### src/hw/rtl/prf_pkg.sv
package prf_pkg;

    // Size of the response buffer downstream; the stored length saturates below it.
    localparam int BufferBytes = 256;
    localparam int LenCapInt   = (BufferBytes - 1 > 255) ? 255 : BufferBytes - 1;
    localparam logic [7:0] LEN_CAP = 8'(LenCapInt);

    localparam logic [7:0] CHAR_CR    = 8'h0d;
    localparam logic [7:0] CHAR_LF    = 8'h0a;
    localparam logic [7:0] CHAR_LT    = 8'h3c;
    localparam logic [7:0] CHAR_GT    = 8'h3e;
    localparam logic [7:0] CHAR_STAR  = 8'h2a;
    localparam logic [7:0] CHAR_COLON = 8'h3a;
    localparam logic [7:0] CHAR_DOT   = 8'h2e;
    localparam logic [7:0] CHAR_ZERO  = 8'h30;
    localparam logic [7:0] CHAR_NINE  = 8'h39;

    localparam logic [2:0] MODE_BRACKET = 3'd2;
    localparam logic [2:0] MODE_STATUS  = 3'd3;
    localparam logic [2:0] MODE_CR      = 3'd4;

    localparam logic [2:0] MODE_RESET    = MODE_CR;
    localparam logic [7:0] TIMEOUT_RESET = 8'd3;

    localparam logic [1:0] REG_MODE    = 2'd0;
    localparam logic [1:0] REG_TIMEOUT = 2'd1;

    // Bracket counter code for "no opening bracket seen yet".
    localparam logic [2:0] BR_NONE = 3'd7;
    localparam logic [2:0] BR_LAST = 3'd4;

    typedef enum logic [1:0] {
        OP_START = 2'd0,
        OP_BYTE  = 2'd1,
        OP_TICK  = 2'd2,
        OP_NOP   = 2'd3
    } t_op;

    typedef enum logic [1:0] {
        PH_IDLE = 2'd0,
        PH_RECV = 2'd1,
        PH_DONE = 2'd2
    } t_phase;

    typedef struct packed {
        logic [1:0] operation;
        logic [7:0] rx_byte;
        logic       overrun_flag;
        logic       framing_flag;
        logic       parity_flag;
    } t_item;

    typedef struct packed {
        logic       store_valid;
        logic [7:0] store_byte;
        logic       frame_done;
        logic       timed_out;
        logic       overrun_seen;
        logic       framing_seen;
        logic       parity_seen;
        logic [7:0] response_length;
        logic       overflow;
    } t_result;

    typedef struct packed {
        logic [2:0] protocol_mode;
        logic [7:0] timeout_ticks;
    } t_cfg;

endpackage

### src/hw/rtl/prf_ifs.sv
interface prf_in_if;
    logic       valid;
    logic       ready;
    logic [1:0] operation;
    logic [7:0] rx_byte;
    logic       overrun_flag;
    logic       framing_flag;
    logic       parity_flag;

    modport source (output valid, operation, rx_byte, overrun_flag, framing_flag,
                    parity_flag, input ready);
    modport sink   (input valid, operation, rx_byte, overrun_flag, framing_flag,
                    parity_flag, output ready);
endinterface

interface prf_out_if;
    logic       valid;
    logic       ready;
    logic       store_valid;
    logic [7:0] store_byte;
    logic       frame_done;
    logic       timed_out;
    logic       overrun_seen;
    logic       framing_seen;
    logic       parity_seen;
    logic [7:0] response_length;
    logic       overflow;

    modport source (output valid, store_valid, store_byte, frame_done, timed_out,
                    overrun_seen, framing_seen, parity_seen, response_length, overflow,
                    input ready);
    modport sink   (input valid, store_valid, store_byte, frame_done, timed_out,
                    overrun_seen, framing_seen, parity_seen, response_length, overflow,
                    output ready);
endinterface

interface prf_cfg_if;
    logic       valid;
    logic       ready;
    logic [1:0] index;
    logic [7:0] data;

    modport source (output valid, index, data, input ready);
    modport sink   (input valid, index, data, output ready);
endinterface

### src/hw/rtl/prf_cfg_regs.sv
module prf_cfg_regs (
    input  logic          i_clk,
    input  logic          i_rst_n,
    prf_cfg_if.sink       i_cfg,
    output prf_pkg::t_cfg o_cfg
);
    import prf_pkg::*;

    logic [2:0] r_mode;
    logic [7:0] r_timeout;

    assign i_cfg.ready = 1'b1;

    always_ff @(posedge i_clk) begin
        if (!i_rst_n) begin
            r_mode    <= MODE_RESET;
            r_timeout <= TIMEOUT_RESET;
        end else if (i_cfg.valid) begin
            if (i_cfg.index == REG_MODE) begin
                r_mode <= i_cfg.data[2:0];
            end
            if (i_cfg.index == REG_TIMEOUT) begin
                r_timeout <= i_cfg.data;
            end
        end
    end

    assign o_cfg.protocol_mode = r_mode;
    assign o_cfg.timeout_ticks = r_timeout;
endmodule

### src/hw/rtl/prf_frame_core.sv
module prf_frame_core (
    input  logic             i_clk,
    input  logic             i_rst_n,
    input  logic             i_fire,
    input  prf_pkg::t_item   i_item,
    input  prf_pkg::t_cfg    i_cfg,
    output prf_pkg::t_result o_res
);
    import prf_pkg::*;

    t_phase     r_phase, n_phase;
    logic [2:0] r_bracket, n_bracket;
    logic [7:0] r_ticks, n_ticks;
    logic [7:0] r_len, n_len;
    logic [2:0] r_err, n_err;
    logic       r_ovf, n_ovf;

    logic       keep, done, tout, store;
    t_op        op;
    logic [7:0] b;

    assign op = t_op'(i_item.operation);
    assign b  = i_item.rx_byte;

    // Byte filtering, counters and latches.
    always_comb begin
        n_bracket = r_bracket;
        n_ticks   = r_ticks;
        n_len     = r_len;
        n_err     = r_err;
        n_ovf     = r_ovf;
        keep      = 1'b0;
        done      = 1'b0;
        tout      = 1'b0;
        store     = 1'b0;
        unique case (op)
            OP_START: begin
                n_bracket = BR_NONE;
                n_ticks   = '0;
                n_len     = '0;
                n_err     = '0;
                n_ovf     = 1'b0;
            end
            OP_BYTE: begin
                if (r_phase == PH_RECV) begin
                    n_err = r_err | {i_item.parity_flag, i_item.framing_flag,
                                     i_item.overrun_flag};
                    if (b != 8'd0) begin
                        unique case (i_cfg.protocol_mode)
                            MODE_BRACKET: begin
                                if (b == CHAR_LT) begin
                                    if (r_bracket == BR_NONE) begin
                                        n_bracket = 3'd0;
                                        keep      = 1'b1;
                                    end
                                end else if (b == CHAR_GT) begin
                                    n_bracket = 3'd1;
                                    keep      = 1'b1;
                                end else if (!b[7]) begin
                                    keep = 1'b1;
                                    // The fourth byte after a closing bracket ends it.
                                    if (r_bracket != 3'd0 && r_bracket != BR_NONE) begin
                                        n_bracket = r_bracket + 3'd1;
                                        done      = (r_bracket == BR_LAST);
                                    end
                                end
                            end
                            MODE_STATUS: begin
                                if (b == CHAR_COLON || b == CHAR_GT || b == CHAR_LT ||
                                    b == CHAR_STAR) begin
                                    keep = 1'b1;
                                    done = 1'b1;
                                end else if ((b >= CHAR_ZERO && b <= CHAR_NINE) ||
                                             b == CHAR_DOT) begin
                                    keep = 1'b1;
                                end
                            end
                            MODE_CR: begin
                                if (b == CHAR_CR) begin
                                    keep = 1'b1;
                                    done = 1'b1;
                                end else if (b != CHAR_LF) begin
                                    keep = 1'b1;
                                end
                            end
                            default: begin
                                keep = 1'b0;
                            end
                        endcase
                        if (keep) begin
                            if (r_len < LEN_CAP) begin
                                store = 1'b1;
                                n_len = r_len + 8'd1;
                            end else begin
                                n_ovf = 1'b1;
                            end
                        end
                    end
                end
            end
            OP_TICK: begin
                if (r_phase == PH_RECV) begin
                    if (r_ticks != 8'hff) begin
                        n_ticks = r_ticks + 8'd1;
                    end
                    tout = (n_ticks >= i_cfg.timeout_ticks);
                end
            end
            OP_NOP: begin
                keep = 1'b0;
            end
        endcase
    end

    always_comb begin
        n_phase = r_phase;
        if (op == OP_START) begin
            n_phase = PH_RECV;
        end else if (done || tout) begin
            n_phase = PH_DONE;
        end
    end

    always_comb begin
        o_res.store_valid     = store;
        o_res.store_byte      = store ? b : 8'd0;
        o_res.frame_done      = done;
        o_res.timed_out       = tout;
        o_res.overrun_seen    = n_err[0];
        o_res.framing_seen    = n_err[1];
        o_res.parity_seen     = n_err[2];
        o_res.response_length = n_len;
        o_res.overflow        = n_ovf;
    end

    always_ff @(posedge i_clk) begin
        if (!i_rst_n) begin
            r_phase   <= PH_IDLE;
            r_bracket <= BR_NONE;
            r_ticks   <= '0;
            r_len     <= '0;
            r_err     <= '0;
            r_ovf     <= 1'b0;
        end else if (i_fire) begin
            r_phase   <= n_phase;
            r_bracket <= n_bracket;
            r_ticks   <= n_ticks;
            r_len     <= n_len;
            r_err     <= n_err;
            r_ovf     <= n_ovf;
        end
    end
endmodule

### src/hw/rtl/pump_response_framer_top.sv
// Pump response framer.
// i_in carries one beat per event: start of an exchange, a received byte with its
// line status flags, or a timer tick. o_out returns exactly one result beat per input
// beat, in order: whether the byte was stored, end of frame, timeout, the error and
// overflow latches of the exchange and the stored length.
// i_cfg writes the protocol mode (index 0) and the timeout in ticks (index 1); it is
// always ready and should only be used while no beats are in flight.
// An accepted beat waits in the input register until it fires; the framing logic then
// updates its state and loads the result register, which presents the result beat
// until the receiver takes it.
// One beat is accepted every cycle while the receiver keeps taking results; the framing
// core updates its state once per beat.
// Reset puts the framer in the idle phase with all latches and counters clear, mode 4
// and a timeout of 3 ticks. In idle, bytes and ticks pass through without effect.
// When the receiver stalls, the result register holds and the input register fills;
// i_in.ready then drops until the result is taken.
module pump_response_framer_top (
    input  logic     i_clk,
    input  logic     i_rst_n,
    prf_in_if.sink   i_in,
    prf_out_if.source o_out,
    prf_cfg_if.sink  i_cfg
);
    import prf_pkg::*;

    t_cfg    cfg;
    t_result res;
    t_item   n_item;

    logic    r_in_valid;
    t_item   r_in;
    logic    r_res_valid;
    t_result r_res;
    logic    advance, fire, accept;

    prf_cfg_regs u_cfg (
        .i_clk   (i_clk),
        .i_rst_n (i_rst_n),
        .i_cfg   (i_cfg),
        .o_cfg   (cfg)
    );

    prf_frame_core u_core (
        .i_clk   (i_clk),
        .i_rst_n (i_rst_n),
        .i_fire  (fire),
        .i_item  (r_in),
        .i_cfg   (cfg),
        .o_res   (res)
    );

    assign advance    = !r_res_valid || o_out.ready;
    assign fire       = r_in_valid && advance;
    assign i_in.ready = !r_in_valid || advance;
    assign accept     = i_in.valid && i_in.ready;

    assign n_item = '{operation:    i_in.operation,
                      rx_byte:      i_in.rx_byte,
                      overrun_flag: i_in.overrun_flag,
                      framing_flag: i_in.framing_flag,
                      parity_flag:  i_in.parity_flag};

    always_ff @(posedge i_clk) begin
        if (!i_rst_n) begin
            r_in_valid  <= 1'b0;
            r_res_valid <= 1'b0;
        end else begin
            if (accept) begin
                r_in_valid <= 1'b1;
            end else if (fire) begin
                r_in_valid <= 1'b0;
            end
            if (fire) begin
                r_res_valid <= 1'b1;
            end else if (o_out.ready) begin
                r_res_valid <= 1'b0;
            end
        end
    end

    always_ff @(posedge i_clk) begin
        if (accept) begin
            r_in <= n_item;
        end
        if (fire) begin
            r_res <= res;
        end
    end

    assign o_out.valid           = r_res_valid;
    assign o_out.store_valid     = r_res.store_valid;
    assign o_out.store_byte      = r_res.store_byte;
    assign o_out.frame_done      = r_res.frame_done;
    assign o_out.timed_out       = r_res.timed_out;
    assign o_out.overrun_seen    = r_res.overrun_seen;
    assign o_out.framing_seen    = r_res.framing_seen;
    assign o_out.parity_seen     = r_res.parity_seen;
    assign o_out.response_length = r_res.response_length;
    assign o_out.overflow        = r_res.overflow;

`ifndef SYNTHESIS
    a_len_cap: assert property (@(posedge i_clk) disable iff (!i_rst_n)
        o_out.valid |-> o_out.response_length <= LEN_CAP)
        else $error("stored length above buffer capacity");

    a_ovf_full: assert property (@(posedge i_clk) disable iff (!i_rst_n)
        (o_out.valid && o_out.overflow) |-> o_out.response_length == LEN_CAP)
        else $error("overflow reported with buffer not full");

    a_ready_stall: assert property (@(posedge i_clk) disable iff (!i_rst_n)
        !i_in.ready |-> (r_in_valid && r_res_valid && !o_out.ready))
        else $error("input stalled without a full pipeline");

    a_fire_result: assert property (@(posedge i_clk) disable iff (!i_rst_n)
        fire |=> r_res_valid)
        else $error("processed beat did not reach the result register");
`endif
endmodule

### src/flat_wrapper.sv
// flat-port wrapper written by rule: the top's interface ports become plain ports
module pump_response_framer_top_flat import prf_pkg::*;
  (i_clk, i_rst_n, i_in_valid, i_in_operation, i_in_rx_byte, i_in_overrun_flag, i_in_framing_flag, i_in_parity_flag, i_in_ready, o_out_valid, o_out_store_valid, o_out_store_byte, o_out_frame_done, o_out_timed_out, o_out_overrun_seen, o_out_framing_seen, o_out_parity_seen, o_out_response_length, o_out_overflow, o_out_ready, i_cfg_valid, i_cfg_index, i_cfg_data, i_cfg_ready);
  prf_in_if i_in_i ();
  prf_out_if o_out_i ();
  prf_cfg_if i_cfg_i ();
  input  logic i_clk;
  input  logic i_rst_n;
  input wire logic [$bits(i_in_i.valid)-1:0] i_in_valid;
  input wire logic [$bits(i_in_i.operation)-1:0] i_in_operation;
  input wire logic [$bits(i_in_i.rx_byte)-1:0] i_in_rx_byte;
  input wire logic [$bits(i_in_i.overrun_flag)-1:0] i_in_overrun_flag;
  input wire logic [$bits(i_in_i.framing_flag)-1:0] i_in_framing_flag;
  input wire logic [$bits(i_in_i.parity_flag)-1:0] i_in_parity_flag;
  output wire logic [$bits(i_in_i.ready)-1:0] i_in_ready;
  output wire logic [$bits(o_out_i.valid)-1:0] o_out_valid;
  output wire logic [$bits(o_out_i.store_valid)-1:0] o_out_store_valid;
  output wire logic [$bits(o_out_i.store_byte)-1:0] o_out_store_byte;
  output wire logic [$bits(o_out_i.frame_done)-1:0] o_out_frame_done;
  output wire logic [$bits(o_out_i.timed_out)-1:0] o_out_timed_out;
  output wire logic [$bits(o_out_i.overrun_seen)-1:0] o_out_overrun_seen;
  output wire logic [$bits(o_out_i.framing_seen)-1:0] o_out_framing_seen;
  output wire logic [$bits(o_out_i.parity_seen)-1:0] o_out_parity_seen;
  output wire logic [$bits(o_out_i.response_length)-1:0] o_out_response_length;
  output wire logic [$bits(o_out_i.overflow)-1:0] o_out_overflow;
  input wire logic [$bits(o_out_i.ready)-1:0] o_out_ready;
  input wire logic [$bits(i_cfg_i.valid)-1:0] i_cfg_valid;
  input wire logic [$bits(i_cfg_i.index)-1:0] i_cfg_index;
  input wire logic [$bits(i_cfg_i.data)-1:0] i_cfg_data;
  output wire logic [$bits(i_cfg_i.ready)-1:0] i_cfg_ready;
  assign i_in_i.valid = i_in_valid;
  assign i_in_i.operation = i_in_operation;
  assign i_in_i.rx_byte = i_in_rx_byte;
  assign i_in_i.overrun_flag = i_in_overrun_flag;
  assign i_in_i.framing_flag = i_in_framing_flag;
  assign i_in_i.parity_flag = i_in_parity_flag;
  assign i_in_ready = i_in_i.ready;
  assign o_out_valid = o_out_i.valid;
  assign o_out_store_valid = o_out_i.store_valid;
  assign o_out_store_byte = o_out_i.store_byte;
  assign o_out_frame_done = o_out_i.frame_done;
  assign o_out_timed_out = o_out_i.timed_out;
  assign o_out_overrun_seen = o_out_i.overrun_seen;
  assign o_out_framing_seen = o_out_i.framing_seen;
  assign o_out_parity_seen = o_out_i.parity_seen;
  assign o_out_response_length = o_out_i.response_length;
  assign o_out_overflow = o_out_i.overflow;
  assign o_out_i.ready = o_out_ready;
  assign i_cfg_i.valid = i_cfg_valid;
  assign i_cfg_i.index = i_cfg_index;
  assign i_cfg_i.data = i_cfg_data;
  assign i_cfg_ready = i_cfg_i.ready;
  pump_response_framer_top u_core (.i_clk(i_clk), .i_rst_n(i_rst_n), .i_in(i_in_i), .o_out(o_out_i), .i_cfg(i_cfg_i));
endmodule
### config.mk
export PLATFORM = sky130hd
export DESIGN_NAME = pump_response_framer_top_flat
export DESIGN_NICKNAME = d
export VERILOG_FILES = /design/src/hw/rtl/prf_pkg.sv /design/src/hw/rtl/prf_ifs.sv /design/src/hw/rtl/prf_cfg_regs.sv /design/src/hw/rtl/prf_frame_core.sv /design/src/hw/rtl/pump_response_framer_top.sv /design/src/flat_wrapper.sv
export SDC_FILE = /design/constraint.sdc
export NUM_CORES = 1
export LEC_CHECK = 0
export BUFFER_PORTS_ARGS = -buffer_cell sky130_fd_sc_hd__buf_2
export CAP_MARGIN = 10
export CORE_MARGIN = 10
export CORE_UTILIZATION = 30
export DETAILED_ROUTE_END_ITERATION = 8
export PLACE_DENSITY = 0.51
export SLEW_MARGIN = 20
export SYNTH_ARGS = -nofsm -noshare
export SYNTH_HDL_FRONTEND = slang
export SYNTH_SLANG_ARGS = --single-unit
### constraint.sdc
create_clock -name i_clk -period 3 [get_ports i_clk]
set_input_delay 0 -clock i_clk [delete_from_list [all_inputs] [get_ports i_clk]]
set_output_delay 0 -clock i_clk [all_outputs]
set_load 0.005 [all_outputs]
==> run metrics <==
status=finished, final reports clean; H-tree levels=3; Worst Path Required=3.28 ns; fmax=0.359 GHz; Startpoint Class=flip-flop; via count=2885; most frequent cells after synthesis=dfxtp_1, edfxtp_1, nand2_1; period utilization=92.9%; post-route ant nets=0; PwrDens=505 nW/um^2; post-synthesis async set-or-reset flop share=0%; n_diodes=0; setup ws final=0.214 ns; clock root buffer=clkbuf_16; Initial Util=31.0%; syn_area_per_cell=10.6 sq um; initial antenna violation count=0; dpl cell area=4210 sq um; die span in y=132 um; CTS sink cnt=74; area fraction of the dominant cell type after synthesis=28.5%; synthesized flop and latch total=74; wire length per cell=14.5 um; Placement Setup Slack=0.222 ns; Worst Hold Slack=0.0520 ns; static leakage=1.86 nW; Unique masters post-synth=78; synth-to-layout area growth=25.5%; worst-path fanout max=7; Reg clk slew, reported paths=0.06 ns; clk buf depth=2; headroom to the max-slew limit=39.1%; largest net degree at the start of global routing=32; dominant synthesized flop cell=dfxtp_1; port bufs=52; placement row count=40; YS warnings=0; number of global-route vias before repair=2953; setup TNS=0 ns; final instance area=4750 sq um; Worst-Skew Late Latency=0.34 ns; post-DP HPWL=6350 um; cell taking the most area after synthesis=edfxtp_1; Post-Syn Nets=397; Gate Count Post-Synth=356; CP Data Arrival Time=3.07 ns; Worst VDD drop=0.332 mV; first-pass GRT wire length=15000 um; Vias/cell=4.75; Post-synth EDFFs=36; Hold Fails Final Rpt=0; Nets=476; CTS tree=built; drt pass-1 iters=4; RSZ-0062 raised after global routing=false; Mapped Area=3790 sq um; initial DRC count=135; fin crit period=2.79 ns; CTS buffer count=9; io pins=54; max-cap violation count=0; Final setup viols=0; Final Wtd Congestion=0.815; layout cell share with drive strength beyond 1=23.4%; DIE AREA=17500 sq um; largest cells by area after synthesis=edfxtp_1, dfxtp_1, ha_1; clk_skew=0.00669 ns; Setup crit end kind=flip-flop; final slew viol count=0; total grt overflow=0; PnR Total Power=2.40 mW; Setup CP Type=reg -> reg; DRC=0; post-synthesis sequential area ratio=48.6%; DRT Wirelength=8790 um; # Post-CTS Setup Buffers=0; Die Wd=132 um; hold crit path type=in -> reg; gr usage total=10.5%; most common cell in the netlist=dfxtp_1; core area=12200 sq um; Worst-Margin Slew=0.910 ns
-- registers in the layout, indices dropped and copies added (netlist names), 8 cells and up --
| signal | cells |
|---|---|
| u_core.u_core.r_ticks | 8 |
| u_core.r_in | 13 |
| u_core.u_cfg.r_timeout | 8 |
| u_core.o_out.response_length | 8 |
| u_core.u_core.r_len | 8 |
| u_core.o_out.store_byte | 8 |
-- critical path, stage by stage, from the launching register on --
cell	delay (ns)
dfxtp_1	0.43
ha_1	0.27
and2_1	0.18
nand4_1	0.14
buf_4	0.19
mux2_2	0.29
ha_1	0.28
a211oi_1	0.23
o21bai_1	0.13
a41oi_2	0.24
o21ba_4	0.18
o221a_1	0.17
-- layout by cell type (no fill, tap or decap), types with 3 or more instances in the layout --
cell,count
a21boi_0,5
a21oi_1,9
a2bb2oi_1,3
and2_1,16
and3_1,6
buf_2,52
buf_4,6
clkbuf_16,9
dfxtp_1,38
dlygate4sd3_1,23
edfxtp_1,36
ha_1,13
inv_1,10
mux2_2,4
mux2i_1,11
nand2_1,32
nand2b_1,4
nand3_1,10
nand4_1,9
nor2_1,28
nor2_2,3
nor2b_1,15
nor3b_1,5
o21a_1,3
o21ai_0,11
o21bai_1,3
xnor2_1,3
xor2_1,9
-- worst paths after layout --
kind	start	endpoint	slack [ns]	depth (start not counted)
setup / recovery	u_core.u_core.r_ticks[0]$_SDFFE_PN0P_	u_core.u_core.r_phase[0]$_SDFFE_PN0P_	0.21	11
hold reg to reg	u_core.u_core.r_err[0]$_SDFFE_PN0P_	u_core.u_core.r_err[0]$_SDFFE_PN0P_	0.46	2
hold / removal	i_cfg_index[1]	u_core.u_cfg.r_mode[2]$_SDFFE_PN1P_	0.05	4
setup reg to reg	u_core.u_core.r_ticks[0]$_SDFFE_PN0P_	u_core.u_core.r_phase[0]$_SDFFE_PN0P_	0.21	11
-- metrics by stage --
step                      std cells  util, %
after floorplan                 356        -
after global placement          569     34.4
after detailed placement        569     34.4
after CTS                       608     38.9
after global routing            608     38.9
final                           608     38.9
-- power by group --
part	internal [mW]	switching, mW
Combinational	0.0785	0.0857
Sequential	1.09	0.0225
Clock	0.722	0.405
Total	1.89	0.513
-- metal layers --
layer	vias up	routed length [um]	share of wire [%]	global-route usage (%)
li1	1449	-	-	-
met1	1365	4160	47	12.8
met2	61	4060	46	16.4
met3	10	418	4.8	3.35
met4	0	145	1.6	4.95
met5	-	0	0	0
-- what timing repair did --
| action | CTS | global route |
|---|---|---|
| gates resized for setup | 0 | 1 |
| hold buffers | 23 | 0 |
| setup endpoints to repair | 0 | 2 |
| endpoints found under the hold margin | 26 | 0 |
-- cells by family after synthesis --
family / synth area share [%]
and+or+nand+nor: 21.8
DFF: 48.6
AOI/OAI and AO/OA: 14.4
buffers and inverters: 3.63
muxes: 4.39
adders and majority gates: 4.29
xor gates and xnor gates: 2.78
other: 0.0990
-- final cells by class --
cell class,count,area (sq um)
timing repair buffer,81,536
fill,1216,7460
clock buffer,10,229
tap,168,210
inverter,11,41.3
multi-input combinational,258,1820
sequential,74,1840
clock inverter,6,81.3
(Power assumes the default switching activity.)
